**src/rtl/anchor_alignment_path_gen_macros.svh**
```systemverilog
// assertion macros shared by the anchor alignment path generator modules
`ifndef ANCHOR_ALIGNMENT_PATH_GEN_MACROS_SVH
`define ANCHOR_ALIGNMENT_PATH_GEN_MACROS_SVH

`ifndef NO_ASSERTIONS
// same-cycle implication, sampled on clk, off during reset
`define AAPG_ASSERT_IMPLY(lbl, ante, cons, msg) \
	lbl: assert property (@(posedge clk) disable iff (!arst_n) (ante) |-> (cons)) \
		else $error(msg);
// next-cycle implication, sampled on clk, off during reset
`define AAPG_ASSERT_NEXT(lbl, ante, cons, msg) \
	lbl: assert property (@(posedge clk) disable iff (!arst_n) (ante) |=> (cons)) \
		else $error(msg);
`else
`define AAPG_ASSERT_IMPLY(lbl, ante, cons, msg)
`define AAPG_ASSERT_NEXT(lbl, ante, cons, msg)
`endif

`endif

```
**src/rtl/aapg_pkg.sv**
```systemverilog
// types and constants of the anchor alignment path generator
`timescale 1ns / 1ps

package aapg_pkg;

	localparam int COL_BITS  = 16;
	localparam int PATH_BITS = COL_BITS + 1;
	localparam int NUM_SLOTS = 6;
	localparam int CFG_IDX_BITS = 2;

	typedef logic [COL_BITS-1:0]  col_t;
	typedef logic [PATH_BITS-1:0] path_t;
	typedef logic [NUM_SLOTS-1:0] slot_mask_t;
	typedef logic [CFG_IDX_BITS-1:0] cfg_idx_t;

	typedef enum logic [1:0] {
		RUN_MATCH  = 2'd0,
		RUN_XONLY  = 2'd1,
		RUN_YONLY  = 2'd2,
		RUN_ANCHOR = 2'd3
	} run_op_t;

	// configuration register indexes
	localparam cfg_idx_t CFG_COL_COUNT_X = cfg_idx_t'(0);
	localparam cfg_idx_t CFG_COL_COUNT_Y = cfg_idx_t'(1);

	// result slots of one anchor, in emission order
	localparam int SLOT_GAP    = 0;
	localparam int SLOT_MATCH  = 1;
	localparam int SLOT_ANCHOR = 2;
	localparam int SLOT_TAIL_M = 3;
	localparam int SLOT_TAIL_X = 4;
	localparam int SLOT_TAIL_Y = 5;

	// fixed run kind of each slot; the gap slot takes its kind from the run set
	localparam run_op_t SLOT_OP [NUM_SLOTS] = '{
		RUN_XONLY, RUN_MATCH, RUN_ANCHOR, RUN_MATCH, RUN_XONLY, RUN_YONLY
	};

	// anchor after range check and distance computation
	typedef struct packed {
		logic bad;
		logic last;
		col_t dx;
		col_t dy;
		col_t tx;
		col_t ty;
	} front_t;

	// up to six runs of one anchor, zero-length runs masked off
	typedef struct packed {
		logic       err;
		logic       last;
		run_op_t    gap_op;
		slot_mask_t mask;
		col_t [NUM_SLOTS-1:0] len;
	} runset_t;

endpackage

```
**src/rtl/anchor_alignment_path_gen.sv**
```systemverilog
// top level of the anchor alignment path generator
`timescale 1ns / 1ps

// anchor alignment path generator: each accepted anchor (column pair, strictly
// increasing in both alignments) turns into run-length path segments on the
// result channel: a gap run on the lagging side, a match run up to the anchor,
// the one-column anchor match and, after an anchor marked last, trailing match,
// x-only and y-only runs out to the column counts; zero-length runs are dropped
// and every run carries its start position in the path. an out-of-order or
// out-of-range anchor gives a single result with order_error set and leaves the
// state as it was. the block is a three-register pipeline (input register,
// run set register, result register); an anchor reaches the outputs through
// all three in that order. the result register sends one run per cycle while
// out_ready does not hold it, so an anchor gives as many results as it has
// runs: one for an error, up to three for an inner anchor, up to five for a
// last anchor (the x-only and y-only tails never both appear); a new anchor
// is taken whenever the run set register frees up. while a result waits to be
// taken, anchors can still fill the run set and input registers, if free,
// before the input side stalls. the user must keep column counts written
// through the configuration channel only while no anchor is in flight; the
// block itself does not enforce this. cfg_ready is always high.

module anchor_alignment_path_gen import aapg_pkg::*; (
	input  logic                 clk,
	input  logic                 arst_n,
	// configuration write channel
	input  logic                 cfg_valid,
	output logic                 cfg_ready,
	input  logic [CFG_IDX_BITS-1:0] cfg_index,
	input  logic [COL_BITS-1:0]  cfg_data,
	// anchor channel
	input  logic                 in_valid,
	output logic                 in_ready,
	input  logic [COL_BITS-1:0]  anchor_col_x,
	input  logic [COL_BITS-1:0]  anchor_col_y,
	input  logic                 last_anchor,
	// run result channel
	output logic                 out_valid,
	input  logic                 out_ready,
	output logic [1:0]           run_op,
	output logic [COL_BITS-1:0]  run_length,
	output logic [PATH_BITS-1:0] path_pos,
	output logic                 order_error,
	output logic                 last_result
);

	// column count registers, both reset to one column
	col_t    col_count_x_q;
	col_t    col_count_y_q;

	// pipeline links
	logic    valid_s1;
	logic    take_s1;
	front_t  front_s1;
	logic    valid_s2;
	logic    take_s2;
	runset_t set_s2;
	run_op_t op_out;

	assign cfg_ready = 1'b1;

	// register write on a configuration transfer; unknown indexes are dropped
	always_ff @(posedge clk or negedge arst_n) begin
		if (!arst_n) begin
			col_count_x_q <= col_t'(1);
			col_count_y_q <= col_t'(1);
		end else if (cfg_valid && cfg_ready) begin
			unique case (cfg_index)
				CFG_COL_COUNT_X: col_count_x_q <= cfg_data;
				CFG_COL_COUNT_Y: col_count_y_q <= cfg_data;
				default: ;
			endcase
		end
	end

	// input register: checks the anchor against cursors and counts
	aapg_front u_front (
		.clk          (clk),
		.arst_n       (arst_n),
		.in_valid     (in_valid),
		.in_ready     (in_ready),
		.anchor_col_x (anchor_col_x),
		.anchor_col_y (anchor_col_y),
		.last_anchor  (last_anchor),
		.col_count_x  (col_count_x_q),
		.col_count_y  (col_count_y_q),
		.take_s1      (take_s1),
		.valid_s1     (valid_s1),
		.front_s1     (front_s1)
	);

	// run set register: lengths and presence of each run of the anchor
	aapg_runs u_runs (
		.clk      (clk),
		.arst_n   (arst_n),
		.valid_s1 (valid_s1),
		.front_s1 (front_s1),
		.take_s1  (take_s1),
		.take_s2  (take_s2),
		.valid_s2 (valid_s2),
		.set_s2   (set_s2)
	);

	// result register: one run per transfer, path position accumulated here
	aapg_emit u_emit (
		.clk       (clk),
		.arst_n    (arst_n),
		.valid_s2  (valid_s2),
		.set_s2    (set_s2),
		.take_s2   (take_s2),
		.out_valid (out_valid),
		.out_ready (out_ready),
		.out_op    (op_out),
		.out_len   (run_length),
		.out_pos   (path_pos),
		.out_err   (order_error),
		.out_last  (last_result)
	);

	assign run_op = op_out;

endmodule

```
**src/rtl/aapg_front.sv**
```systemverilog
// input register: range and order check, column distances, cursor state
`timescale 1ns / 1ps

`include "anchor_alignment_path_gen_macros.svh"

module aapg_front import aapg_pkg::*; (
	input  logic   clk,
	input  logic   arst_n,
	input  logic   in_valid,
	output logic   in_ready,
	input  col_t   anchor_col_x,
	input  col_t   anchor_col_y,
	input  logic   last_anchor,
	input  col_t   col_count_x,
	input  col_t   col_count_y,
	input  logic   take_s1,
	output logic   valid_s1,
	output front_t front_s1
);

	col_t   cursor_x_q;
	col_t   cursor_y_q;
	front_t front_d;
	logic   accept;

	assign in_ready = !valid_s1 || take_s1;
	assign accept   = in_valid && in_ready;

	always_comb begin
		front_d.bad  = (anchor_col_x < cursor_x_q) || (anchor_col_y < cursor_y_q) ||
			(anchor_col_x >= col_count_x) || (anchor_col_y >= col_count_y);
		front_d.last = last_anchor;
		front_d.dx   = anchor_col_x - cursor_x_q;
		front_d.dy   = anchor_col_y - cursor_y_q;
		// count - (anchor + 1)
		front_d.tx   = col_count_x + ~anchor_col_x;
		front_d.ty   = col_count_y + ~anchor_col_y;
	end

	always_ff @(posedge clk or negedge arst_n) begin
		if (!arst_n) begin
			valid_s1   <= 1'b0;
			cursor_x_q <= '0;
			cursor_y_q <= '0;
		end else begin
			if (accept) begin
				valid_s1 <= 1'b1;
			end else if (take_s1) begin
				valid_s1 <= 1'b0;
			end
			if (accept && !front_d.bad) begin
				if (last_anchor) begin
					cursor_x_q <= '0;
					cursor_y_q <= '0;
				end else begin
					cursor_x_q <= anchor_col_x + col_t'(1);
					cursor_y_q <= anchor_col_y + col_t'(1);
				end
			end
		end
	end

	always_ff @(posedge clk) begin
		if (accept) begin
			front_s1 <= front_d;
		end
	end

	`AAPG_ASSERT_NEXT(a_cursor_restart, accept && !front_d.bad && last_anchor, (cursor_x_q == '0) && (cursor_y_q == '0), "cursors not cleared after last anchor")
	`AAPG_ASSERT_NEXT(a_bad_keeps_cursor, accept && front_d.bad, $stable(cursor_x_q) && $stable(cursor_y_q), "bad anchor moved the cursors")

endmodule

```
**src/rtl/aapg_runs.sv**
```systemverilog
// run set stage: splits distances into gap, match, anchor and trailing runs
`timescale 1ns / 1ps

`include "anchor_alignment_path_gen_macros.svh"

module aapg_runs import aapg_pkg::*; (
	input  logic    clk,
	input  logic    arst_n,
	input  logic    valid_s1,
	input  front_t  front_s1,
	output logic    take_s1,
	input  logic    take_s2,
	output logic    valid_s2,
	output runset_t set_s2
);

	runset_t set_d;
	logic    gap_y;
	col_t    gap_len;
	col_t    match_len;
	col_t    tail_m;
	col_t    tail_x;
	col_t    tail_y;

	assign take_s1 = valid_s1 && (!valid_s2 || take_s2);

	always_comb begin
		gap_y     = front_s1.dx < front_s1.dy;
		gap_len   = gap_y ? (front_s1.dy - front_s1.dx) : (front_s1.dx - front_s1.dy);
		match_len = gap_y ? front_s1.dx : front_s1.dy;
		tail_m    = (front_s1.tx < front_s1.ty) ? front_s1.tx : front_s1.ty;
		tail_x    = front_s1.tx - tail_m;
		tail_y    = front_s1.ty - tail_m;

		set_d.err    = front_s1.bad;
		set_d.last   = front_s1.last && !front_s1.bad;
		set_d.gap_op = gap_y ? RUN_YONLY : RUN_XONLY;
		set_d.mask   = '0;
		set_d.len    = '0;
		if (front_s1.bad) begin
			// lone error result in the match slot, length zero
			set_d.mask[SLOT_MATCH] = 1'b1;
		end else begin
			set_d.len[SLOT_GAP]    = gap_len;
			set_d.len[SLOT_MATCH]  = match_len;
			set_d.len[SLOT_ANCHOR] = col_t'(1);
			set_d.len[SLOT_TAIL_M] = tail_m;
			set_d.len[SLOT_TAIL_X] = tail_x;
			set_d.len[SLOT_TAIL_Y] = tail_y;
			set_d.mask[SLOT_GAP]    = gap_len != '0;
			set_d.mask[SLOT_MATCH]  = match_len != '0;
			set_d.mask[SLOT_ANCHOR] = 1'b1;
			set_d.mask[SLOT_TAIL_M] = front_s1.last && (tail_m != '0);
			set_d.mask[SLOT_TAIL_X] = front_s1.last && (tail_x != '0);
			set_d.mask[SLOT_TAIL_Y] = front_s1.last && (tail_y != '0);
		end
	end

	always_ff @(posedge clk or negedge arst_n) begin
		if (!arst_n) begin
			valid_s2 <= 1'b0;
		end else if (take_s1) begin
			valid_s2 <= 1'b1;
		end else if (take_s2) begin
			valid_s2 <= 1'b0;
		end
	end

	always_ff @(posedge clk) begin
		if (take_s1) begin
			set_s2 <= set_d;
		end
	end

	`AAPG_ASSERT_IMPLY(a_err_single, valid_s2 && set_s2.err, $onehot(set_s2.mask) && !set_s2.last, "error run set must hold one result")
	`AAPG_ASSERT_IMPLY(a_anchor_present, valid_s2 && !set_s2.err, set_s2.mask[SLOT_ANCHOR], "good anchor without anchor match")

endmodule

```
**src/rtl/aapg_emit.sv**
```systemverilog
// result register: sends the runs of a set one per cycle unless out_ready stalls it, keeps path length
`timescale 1ns / 1ps

`include "anchor_alignment_path_gen_macros.svh"

module aapg_emit import aapg_pkg::*; (
	input  logic    clk,
	input  logic    arst_n,
	input  logic    valid_s2,
	input  runset_t set_s2,
	output logic    take_s2,
	output logic    out_valid,
	input  logic    out_ready,
	output run_op_t out_op,
	output col_t    out_len,
	output path_t   out_pos,
	output logic    out_err,
	output logic    out_last
);

	slot_mask_t done_q;
	slot_mask_t pend;
	slot_mask_t sel_oh;
	logic       fin;
	logic       load;
	col_t       len_sel;
	run_op_t    op_sel;
	path_t      path_q;
	logic       out_valid_q;
	run_op_t    out_op_q;
	col_t       out_len_q;
	path_t      out_pos_q;
	logic       out_err_q;
	logic       out_last_q;

	assign pend    = set_s2.mask & ~done_q;
	assign sel_oh  = pend & (~pend + slot_mask_t'(1));
	assign fin     = (pend & ~sel_oh) == '0;
	assign load    = valid_s2 && (!out_valid_q || out_ready);
	assign take_s2 = load && fin;

	always_comb begin
		len_sel = '0;
		op_sel  = RUN_MATCH;
		for (int i = 0; i < NUM_SLOTS; i++) begin
			if (sel_oh[i]) begin
				len_sel = set_s2.len[i];
				op_sel  = (i == SLOT_GAP) ? set_s2.gap_op : SLOT_OP[i];
			end
		end
	end

	always_ff @(posedge clk or negedge arst_n) begin
		if (!arst_n) begin
			out_valid_q <= 1'b0;
			done_q      <= '0;
			path_q      <= '0;
		end else begin
			if (load) begin
				out_valid_q <= 1'b1;
				done_q      <= fin ? '0 : (done_q | sel_oh);
				if (set_s2.err) begin
					path_q <= path_q;
				end else if (fin && set_s2.last) begin
					path_q <= '0;
				end else begin
					path_q <= path_q + path_t'(len_sel);
				end
			end else if (out_ready) begin
				out_valid_q <= 1'b0;
			end
		end
	end

	always_ff @(posedge clk) begin
		if (load) begin
			out_op_q   <= op_sel;
			out_len_q  <= len_sel;
			out_pos_q  <= path_q;
			out_err_q  <= set_s2.err;
			out_last_q <= fin;
		end
	end

	assign out_valid = out_valid_q;
	assign out_op    = out_op_q;
	assign out_len   = out_len_q;
	assign out_pos   = out_pos_q;
	assign out_err   = out_err_q;
	assign out_last  = out_last_q;

	`AAPG_ASSERT_IMPLY(a_set_nonempty, valid_s2, pend != '0, "run set with nothing left to send")
	`AAPG_ASSERT_IMPLY(a_err_shape, out_valid_q && out_err_q, out_last_q && (out_len_q == '0), "error result malformed")
	`AAPG_ASSERT_NEXT(a_done_clear, take_s2, done_q == '0, "sent mask not cleared after set")

endmodule
```
**config.mk**
```make
export PLATFORM = sky130hd
export DESIGN_NAME = anchor_alignment_path_gen
export DESIGN_NICKNAME = d
export VERILOG_FILES = /design/src/rtl/aapg_pkg.sv /design/src/rtl/anchor_alignment_path_gen.sv /design/src/rtl/aapg_front.sv /design/src/rtl/aapg_runs.sv /design/src/rtl/aapg_emit.sv
export VERILOG_INCLUDE_DIRS = /design/src /design/src/rtl
export SDC_FILE = /design/constraint.sdc
export NUM_CORES = 1
export LEC_CHECK = 0
export ABC_AREA = 1
export BUFFER_PORTS_ARGS = -buffer_cell sky130_fd_sc_hd__buf_2
export CAP_MARGIN = 20
export CORE_ASPECT_RATIO = 0.8
export CORE_MARGIN = 4
export CORE_UTILIZATION = 51
export CTS_CLUSTER_SIZE = 10
export DETAILED_ROUTE_END_ITERATION = 12
export PLACE_DENSITY_LB_ADDON = 0.25
export SLEW_MARGIN = 0
export SYNTH_ARGS = -nofsm -noshare
export SYNTH_HDL_FRONTEND = slang
export SYNTH_SLANG_ARGS = --single-unit
```
**constraint.sdc**
```tcl
create_clock -name clk -period 12.91 [get_ports clk]
set_input_delay 1.9365 -clock clk [delete_from_list [all_inputs] [get_ports clk]]
set_output_delay 1.9365 -clock clk [all_outputs]
set_load 0.1 [all_outputs]
```
==> metrics.md <==
| Metric | Value |
|---|---|
| Outcome | `finished clean` |
| DP HPWL | `41,600 um` |
| CTS clk-pin slew, worst paths | `roughly 0.05 ns` |
| Most common cell after layout, fill and taps aside | `nand2_1` |
| Post-placement setup slack | `between 7 and 8 ns` |
| IO Port Bufs | `94` |
| Comb power frac | `between 50% and 60%` |
| Final Hold Viols | `0` |
| Cts bufs inserted | `35` |
| Data required, critical path | `~11 ns` |
| Peak supply drop | `0.114 mV` |
| Die X | `approximately 230 um` |
| DIE AREA | `roughly 0.041 sq mm` |
| Row count | `63` |
| Post-route setup TNS | `0 ns` |
| Initial core utilization | `about 52%` |
| Number of synthesized flops with an enable pin | `193` |
| CTS Hold Bufs | `0` |
| Cell Area, Placed | `~0.02 sq mm` |
| Syn Inst Count | `between 2,000 and 2,500` |
| Netlist cell types | `64` |
| Total track usage | `25.4%` |
| Sw frac | `52.0%` |
| Net count, final | `2,683` |
| Netlist Area Pre-Place | `between 0.015 and 0.02 sq mm` |
| # resized after CTS | `0` |
| Worst Clk Skew | `between 0.01 and 0.015 ns` |
| Area Overhead vs Synth | `9.73%` |
| PwrDens | `267 mW/mm^2` |
| Worst Hold Class | `reg2reg` |
| Unrepaired setup endpoints after global routing | `no` |
| DRC violations left | `0` |
| GR Overflow Total | `0` |
| Power share of the sequential group | `26.0%` |
| Seq/Total Area, Yosys | `between 40% and 50%` |
| Worst path arrival time | `about 3.4 ns` |
| TritonCTS clock tree | `yes` |
| Final setup viols | `0` |
| Tot Pwr | `0.00572 W` |
| Max Root-Sink Buffers | `3` |
| Pint | `between 0.002 and 0.003 W` |
| DRT antenna net count | `0` |
| Avg WL per Cell | `between 15 and 20 um` |
| Crit path max-delay family | `simple AND/OR/NAND/NOR gates` |
| Clk_lat worst skew | `~0.53 ns` |
| Final period util | `a little over two fifths` |
| RePlAce Congestion | `0.942` |
| Synthesized net count | `about 2,600` |
| Buffers and inverters on the worst path | `3` |
| Slew Limit Fails | `0` |
| Total wire length | `around 53,000 um` |
| Worst slew pin tran | `approximately 1.1 ns` |
| DR pass1 iterations | `5` |
| Slowest-stage cell, CP | `buf_2` |
| Io pins | `between 90 and 100` |
| Die Y | `183 um` |
| MaxCap Viol Count | `0` |
| Synth warnings | `0` |
| Share of cells above drive strength 1 | `under 10%` |
| Critical path class | `in2out` |
| Crit path launch type | `input pin` |
| Via density | `5.52` |
| Mean Syn Cell Area | `between 8 and 9 sq um` |
| CORE AREA | `about 0.037 sq mm` |
| Max-Slew Margin vs Limit | `a little under a quarter` |
| Clock Sinks | `around 280` |
| Yosys reg bits | `283` |
| Crit path largest cell delay | `approximately 0.43 ns` |
| H-tree depth | `2` |
| Minimum clock period | `around 5.4 ns` |
| DRT iter0 DRCs | `1,542` |
| Final Worst Setup Slack | `between 7 and 8 ns` |
| Clock power frac | `15.8%` |
| Synth async-reset ratio | `between 30% and 40%` |
| Most frequent cells in the layout | `nand2_1, inv_1, edfxtp_1` |
| Initial antenna violation count | `2` |
| Top achievable clock speed | `~190 MHz` |
| Largest fanout on the critical path | `19` |
| Pleak | `10.4 nW` |
| Number of global-route vias before repair | `roughly 15,000` |
| NetSw | `around 0.0030 W` |
| CP Cell Sequence | `buf_2 > inv_1 > nand2_1 > nand2_1 > nor2_4 > nor2_2 > nand2_2 > buf_2` |
| First-pass GRT wire length | `~84,000 um` |
| Final Cell Area | `approximately 0.021 sq mm` |
| Largest net degree at the start of global routing | `85` |
| DR vias | `around 16,000` |
| Critical path capture point type | `primary output` |
| CTS root buffer | `clkbuf_16` |
| Ys flop type | `edfxtp_1` |
| Setup bufs post-CTS | `0` |
==> Yosys cell counts (3+ instances only) <==
library cell	n	share of area, %
edfxtp_1	193	30
o21ai_1	42	1.1
nor2_1	191	3.7
o21ai_2	5	0.22
dfrtp_1	88	11
buf_6	10	0.58
and2_1	3	0.096
nor4_2	3	0.19
o21bai_1	5	0.19
nand3_2	15	0.77
a21boi_1	4	0.15
nand3_1	95	2.4
nand2_2	18	0.58
buf_2	9	0.23
nand3b_1	5	0.19
a22o_1	15	0.67
o31ai_1	4	0.15
a31oi_1	13	0.42
a21o_1	8	0.31
nor2_2	10	0.32
o221ai_1	3	0.13
a221oi_1	4	0.18
nand2_1	508	9.8
inv_1	351	6.8
nor3_1	26	0.67
nand3_4	3	0.27
nand4_1	40	1.3
fa_1	7	0.72
a21boi_0	3	0.12
a21oi_1	187	4.8
inv_2	13	0.25
o21a_1	8	0.31
o21ai_0	141	3.6
xnor2_1	33	1.5
ha_1	170	11
nor4_1	4	0.13
buf_4	4	0.15
clkbuf_1	29	0.56
a21oi_2	5	0.22
xor2_1	57	2.6
==> flip-flops by register name, indices dropped and copies added (netlist names), 6 cells and up <==
name	count
u_runs.set_s2	90
u_front.front_s1	66
u_emit.out_pos	17
u_emit.path_q	17
col_count_x_q	16
col_count_y_q	16
u_emit.out_len	16
u_front.cursor_x_q	16
u_front.cursor_y_q	16
u_emit.done_q	6
==> power groups by stage <==
stage | combinational, W | sequential [W] | clock (W)
after CTS | 0.00328 | 0.00149 | 0.000918
final | 0.00333 | 0.00149 | 0.000901
after floorplan | 0.00209 | 0.00187 | 0
after global routing | 0.00367 | 0.00151 | 0.000956
after global placement | 0.00321 | 0.00149 | 0
after detailed placement | 0.00326 | 0.00150 | 0
==> final timing paths <==
path / depth (start not counted) / start / end / slack (ns)
max in group asynchronous: 2 / arst_n / col_count_y_q[12]$_DFFE_PN0P_ / 10.34
hold reg to reg: 0 / u_emit.path_q[16]$_DFFE_PN0P_ / u_emit.out_pos[16]$_DFFE_PP_ / 0.48
hold / removal: 0 / u_emit.path_q[16]$_DFFE_PN0P_ / u_emit.out_pos[16]$_DFFE_PP_ / 0.48
min in group asynchronous: 1 / arst_n / u_emit.path_q[16]$_DFFE_PN0P_ / 1.33
setup reg to reg: 20 / u_front.front_s1[5]$_DFFE_PP_ / u_runs.set_s2[101]$_SDFFCE_PP0P_ / 8.28
setup / recovery: 8 / out_ready / in_ready / 7.54
==> logic make-up (layout without fill, tap and decap cells) <==
| family | count (synthesis) | after routing | synth area share, % |
|---|---|---|---|
| other | 1 | 3 | 0.0192 |
| xor gates and xnor gates | 90 | 90 | 4.04 |
| AOI/OAI and AO/OA | 461 | 461 | 13.3 |
| buffers and inverters | 420 | 534 | 8.69 |
| and+or+nand+nor | 931 | 931 | 21.1 |
| adders and majority gates | 177 | 177 | 11.6 |
| DFF | 283 | 283 | 41.3 |
==> stage by stage <==
step,hold WS [ns],cells,util (%)
3_3_place_gp,0.460,2898,54.3
6_report,0.480,2966,57.2
4_1_cts,0.483,2963,57.1
3_5_place_dp,0.469,2899,54.4
2_1_floorplan,0.424,2363,-
5_1_grt,0.491,2966,57.2
==> worst register-to-register path, delay by kind of cell, from the launching register on <==
family	cells	cell delay (ns)
buffers and inverters	2	0.23
flip-flops	1	0.44
AND/OR/NAND/NOR	11	1.43
AO/OA/AOI/OAI	5	1.52
adder cells (fa/ha/maj)	2	0.77
==> routing by layer <==
layer | up-vias | part of all wire [%] | global-route usage, %
met4 | 0 | 1.9 | 5.19
met3 | 58 | 6.9 | 3.02
met5 | - | 0 | 0
met1 | 7700 | 48 | 39.0
li1 | 8044 | - | -
met2 | 585 | 43 | 38.9
==> cell type report <==
| type | count | area, sq um |
|---|---|---|
| antenna | 2 | 5.00 |
| multi-input combinational | 1660 | 9780 |
| clock inverter | 8 | 73.8 |
| timing repair buffer | 105 | 559 |
| tap | 487 | 609 |
| inverter | 365 | 1370 |
| fill | 3417 | 16000 |
| sequential | 283 | 8050 |
| clock buffer | 56 | 965 |
Power figures use the tool's default switching activity.
